--- src/rvm_pkg.sv ---
package rvm_pkg;

   localparam int SAMPLE_DEPTH_DEFAULT = 65536;

   localparam int SAMPLE_W = 16;
   localparam int POS_W    = 17;
   localparam int RATE_W   = 18;
   localparam int SCALE_W  = 16;
   localparam int VOL_W    = 8;
   localparam int CHAN_W   = 2;
   localparam int PROD_W   = RATE_W + SCALE_W;
   localparam int INC_W    = PROD_W - 8 + 1;
   localparam int DVD_W    = INC_W + 1;
   localparam int DIV_STEPS = DVD_W / 2;
   localparam int DIV_CNT_W = $clog2(DIV_STEPS);

   localparam logic [POS_W-1:0] POS_MAX = '1;

   localparam int CSR_ADDR_W = 3;
   localparam int CSR_DATA_W = 18;

   localparam logic [CSR_ADDR_W-1:0] CSR_VOLUME        = 3'd0;
   localparam logic [CSR_ADDR_W-1:0] CSR_RATE_SCALE    = 3'd1;
   localparam logic [CSR_ADDR_W-1:0] CSR_SOURCE_RATE   = 3'd2;
   localparam logic [CSR_ADDR_W-1:0] CSR_OUTPUT_RATE   = 3'd3;
   localparam logic [CSR_ADDR_W-1:0] CSR_CHANNEL_COUNT = 3'd4;
   localparam logic [CSR_ADDR_W-1:0] CSR_BUFFER_LENGTH = 3'd5;
   localparam logic [CSR_ADDR_W-1:0] CSR_LOOP_MODE     = 3'd6;

   localparam logic [VOL_W-1:0]   VOLUME_RESET        = 8'd128;
   localparam logic [SCALE_W-1:0] RATE_SCALE_RESET    = 16'd256;
   localparam logic [RATE_W-1:0]  SOURCE_RATE_RESET   = 18'd48000;
   localparam logic [RATE_W-1:0]  OUTPUT_RATE_RESET   = 18'd48000;
   localparam logic [CHAN_W-1:0]  CHANNEL_COUNT_RESET = 2'd2;

   localparam logic [1:0] OP_LOAD    = 2'd0;
   localparam logic [1:0] OP_MIX     = 2'd1;
   localparam logic [1:0] OP_RESTART = 2'd2;

   typedef struct packed {
      logic [1:0]                 op;
      logic [15:0]                sample_address;
      logic signed [SAMPLE_W-1:0] sample_value;
      logic signed [SAMPLE_W-1:0] mix_left;
      logic signed [SAMPLE_W-1:0] mix_right;
   } rvm_req_type;

   typedef struct packed {
      logic signed [SAMPLE_W-1:0] out_left;
      logic signed [SAMPLE_W-1:0] out_right;
      logic                       ended;
   } rvm_rsp_type;

   typedef struct packed {
      logic write_sample;
      logic restart;
      logic capture_mix;
      logic end_frame;
      logic read_left;
      logic read_right;
      logic div_init;
      logic div_step;
      logic update;
      logic load_rsp;
   } rvm_cmd_type;

   typedef struct packed {
      logic past_end;
      logic rsp_free;
   } rvm_status_type;

endpackage

--- src/rvm_ctrl.sv ---
module rvm_ctrl (
   input  logic                   clock,
   input  logic                   reset,
   input  logic                   req_valid,
   input  logic [1:0]             req_op,
   output logic                   req_stall,
   input  rvm_pkg::rvm_status_type status,
   output rvm_pkg::rvm_cmd_type    cmd
);

   import rvm_pkg::*;

   localparam logic [2:0] ST_IDLE   = 3'd0;
   localparam logic [2:0] ST_CHECK  = 3'd1;
   localparam logic [2:0] ST_LEFT   = 3'd2;
   localparam logic [2:0] ST_RIGHT  = 3'd3;
   localparam logic [2:0] ST_DIV    = 3'd4;
   localparam logic [2:0] ST_UPDATE = 3'd5;
   localparam logic [2:0] ST_DONE   = 3'd6;

   logic [2:0]           state_ff, state_in;
   logic [DIV_CNT_W-1:0] cnt_ff, cnt_in;
   logic                 accept;

   assign req_stall = (state_ff != ST_IDLE);
   assign accept    = req_valid && !req_stall;

   always_comb begin
      cmd      = '0;
      state_in = state_ff;
      cnt_in   = cnt_ff;
      unique case (state_ff)
         ST_IDLE: begin
            if (accept) begin
               unique case (req_op)
                  OP_LOAD:    cmd.write_sample = 1'b1;
                  OP_RESTART: cmd.restart = 1'b1;
                  OP_MIX: begin
                     cmd.capture_mix = 1'b1;
                     state_in        = ST_CHECK;
                  end
                  default: ;
               endcase
            end
         end
         ST_CHECK: begin
            if (status.past_end) begin
               cmd.end_frame = 1'b1;
               state_in      = ST_DONE;
            end else begin
               cmd.read_left = 1'b1;
               state_in      = ST_LEFT;
            end
         end
         ST_LEFT: begin
            cmd.read_right = 1'b1;
            state_in       = ST_RIGHT;
         end
         ST_RIGHT: begin
            cmd.div_init = 1'b1;
            cnt_in       = '0;
            state_in     = ST_DIV;
         end
         ST_DIV: begin
            cmd.div_step = 1'b1;
            cnt_in       = cnt_ff + 1'b1;
            if (cnt_ff == DIV_CNT_W'(DIV_STEPS - 1)) begin
               state_in = ST_UPDATE;
            end
         end
         ST_UPDATE: begin
            cmd.update = 1'b1;
            state_in   = ST_DONE;
         end
         ST_DONE: begin
            if (status.rsp_free) begin
               cmd.load_rsp = 1'b1;
               state_in     = ST_IDLE;
            end
         end
         default: state_in = ST_IDLE;
      endcase
   end

   always_ff @(posedge clock) begin
      if (reset) begin
         state_ff <= ST_IDLE;
         cnt_ff   <= '0;
      end else begin
         state_ff <= state_in;
         cnt_ff   <= cnt_in;
      end
   end

endmodule

--- config.mk ---
export PLATFORM = sky130hd
export DESIGN_NAME = rvm_ctrl
export DESIGN_NICKNAME = d
export VERILOG_FILES = /design/src/rvm_pkg.sv /design/src/rvm_ctrl.sv
export SDC_FILE = /design/constraint.sdc
export NUM_CORES = 1
export LEC_CHECK = 0
export BUFFER_PORTS_ARGS = -buffer_cell sky130_fd_sc_hd__buf_2
export CAP_MARGIN = 10
export CORE_AREA = 2 2 47 45
export CTS_CLUSTER_SIZE = 8
export DETAILED_ROUTE_END_ITERATION = 8
export DIE_AREA = 0 0 49 47
export SLEW_MARGIN = 15
export SYNTH_ARGS = -nofsm -noshare
export SYNTH_HDL_FRONTEND = slang
export SYNTH_SLANG_ARGS = --single-unit
--- constraint.sdc ---
create_clock -name clock -period 2.85 [get_ports clock]
set_input_delay 0.285 -clock clock [delete_from_list [all_inputs] [get_ports clock]]
set_output_delay 0.285 -clock clock [all_outputs]
set_load 0.005 [all_outputs]
==> impl_metrics.csv <==
group,metric,value,unit
hold_path,min_path_cells,2,
placement,io_buffers,17,
synthesis,ys_seq_area_share,32.3,%
timing,hold_violations,0,
timing,fmax,570,MHz
synthesis,syn_area,434,um2
hold_path,hold_path.class,"input pin to flip-flop",
drt,drt_iter0_markers,3,
global_route,first_global_vias,377,
timing,rsz0062_at_grt,"no",
drt,totalWireLength,921,um
timing,slew_viol_final,0,
final_layout,final_cell_mix,"buf_2 (17), dfxtp_1 (7), inv_1 (5)",
drt,ant_nets,0,
setup_path,r2r-end,"cnt_ff[3]$_SDFFE_PP0P_",
setup_path,crit_type,"flip-flop to output port",
placement,gp_congestion,0.729,
timing,worst_hold_slack,0.293,ns
setup_path,cp-end-kind,"output port",
drt,post-route-drc-count,0,
final_layout,diodes,0,
cts,clk_latency,0.25,ns
pwr,power_density,478,mW/mm2
global_route,grt_pass1_wl,1.55,mm
run,maxCapViolCount,0,
pwr,leakagePower,0.262,nW
cts,postCtsHoldBufs,0,
timing,fin_skew,0.00260,ns
final_layout,drive_gt1_share,27.8,%
cts,tritoncts,"yes",
final_layout,syn_to_final_growth,29.1,%
setup_path,rrSetupSlack,1.34,ns
hold_path,hold_start,"reset",
setup_path,worstPathRequired,2.57,ns
placement,place_hpwl,695,um
setup_path,cp_max_fo,9,
setup_path,start_kind,"flip-flop",
synthesis,ys_ff_latch,7,
setup_path,cp_data_arrival_time,1.47,ns
status,status,"finished, final reports clean",
drt,vias,445,
cts,cts_resized,0,
timing,fin_crit_sh,61.6,%
timing,setup_viol,0,
drt,vias_per_cell,4.59,
hold_path,hold-path-endpoint,"cnt_ff[3]$_SDFFE_PP0P_",
floorplanning,io_pins,18,
global_route,grt_start_max_net_pins,12,
floorplanning,die_area,0.00230,mm2
timing,max_slew_margin,80.2,%
synthesis,synthCells,54,
synthesis,syn_nets,63,
cts,clkSlewWorstSetupHoldPaths,0.05,ns
setup_path,regToRegStartpoint,"state_ff[2]$_SDFFE_PP0P_",
global_route,grt.overflow.total,0,
drt,wl_per_cell,9.49,um
cts,htreeDepth,1,
cts,cts_buffers,3,
timing,worst-slew-pin-transition,0.294,ns
global_route,antenna_found_initial,0,
cts,clockBufferDepth,2,
global_route,grt.total_usage,9.01,%
floorplanning,die_w,49,um
synthesis,synth_cell_type_count,27,
floorplanning,coreArea,0.00182,mm2
final_layout,final_common_cell,"buf_2",
cts,cts_root_buffer,"clkbuf_4",
synthesis,syn_avg_cell_area,8.04,um2
cts,post_cts_buffers,0,
drt,firstDrtPassIters,4,
cts,clock-sinks,7,
floorplanning,initial_core_util,23.8,%
floorplanning,die_h,47,um
timing,fin_crit,1.75,ns
pwr,peakVddDrop,0.223,mV
setup_path,worst_r2r_path_depth,3,
final_layout,nets,82,
synthesis,synth_warnings,0,
floorplanning,row_count,15,
timing,setup_tns,0,ns
==> Yosys cell counts, drive strengths merged <==
cell    n  area, um2
a211oi  1       7.51
a21o    1       7.51
a21oi   4       20.0
and2b   1       7.51
and3b   1       8.76
and4b   1       10.0
buf     2       12.5
clkbuf  1       3.75
dfxtp   7        140
ha      2       25.0
inv     5       18.8
nand2   3       11.3
nand2b  3       18.8
nand3   1       5.00
nand3b  2       15.0
nand4b  2       17.5
nor2    4       15.0
nor3    1       5.00
nor3b   1       7.51
nor4b   1       8.76
o211ai  2       15.0
o21ai   2       10.0
o31ai   1       7.51
o41ai   1       8.76
or3     3       18.8
or3b    1       8.76
==> flip-flops by register name (all words and copies together) (netlist names) <==
name	count
state_ff	3
cnt_ff	4
==> worst max-delay path, cell delays in order (launching register included) <==
cell	delay, ns
dfxtp_1	0.37
nor3_1	0.31
inv_1	0.11
nor4b_1	0.27
buf_2	0.16
==> power by group <==
group | switching, W | internal (W)
clock | 0.0000361 | 0.0000534
sequential | 0.0000134 | 0.000105
combinational | 0.0000288 | 0.0000314
total | 0.0000783 | 0.000190
==> through the flow <==
stage	util, %	cell area [um2]	worst slack [ns]	cells	total power, W
after floorplan	-	434	1.43	54	0.000157
final	30.8	561	1.10	97	0.000268
after detailed placement	29.3	534	1.36	93	0.000181
after CTS	30.8	561	1.07	97	0.000274
after global placement	29.3	534	1.35	93	0.000181
after global routing	30.8	561	0.894	97	0.000289
==> final cells by class <==
cell class                      instances  area [um2]
Inverter                                5        18.8
Sequential cell                         7         140
Tap cell                               25        31.3
Clock buffer                            4        26.3
Fill cell                             206        1260
Multi-Input combinational cell         39         259
Timing Repair Buffer                   17        85.1
==> layer usage <==
| layer | global-route usage (%) | up-vias | wire (um) |
|---|---|---|---|
| met5 | 0 | - | 0 |
| met4 | 3.43 | 0 | 0 |
| met3 | 4.78 | 0 | 74 |
| met2 | 14.8 | 14 | 430 |
| met1 | 10.2 | 200 | 416 |
| li1 | - | 231 | - |
==> kinds of logic (layout without fill, tap and decap cells) <==
| kind of cell | Yosys count | in the layout | share of synthesized area (%) |
|---|---|---|---|
| buffers and inverters | 8 | 26 | 8.07 |
| AO/OA/AOI/OAI | 12 | 12 | 17.6 |
| flip-flops | 7 | 7 | 32.3 |
| AND/OR/NAND/NOR | 25 | 25 | 36.3 |
| adder cells (fa/ha/maj) | 2 | 2 | 5.76 |
==> how the worst max path moves through the flow <==
stage / startpoint / endpoint / slack, ns
after floorplan: state_ff[2]$_SDFFE_PP0P_ / cnt_ff[3]$_SDFFE_PP0P_ / 1.43
after global placement: state_ff[0]$_SDFFE_PP0P_ / cmd[9] / 1.35
after detailed placement: state_ff[0]$_SDFFE_PP0P_ / cmd[9] / 1.36
after CTS: state_ff[0]$_SDFFE_PP0P_ / cmd[9] / 1.07
after global routing: state_ff[0]$_SDFFE_PP0P_ / cmd[9] / 0.89
final: state_ff[0]$_SDFFE_PP0P_ / cmd[9] / 1.10
(Power assumes the default switching activity.)
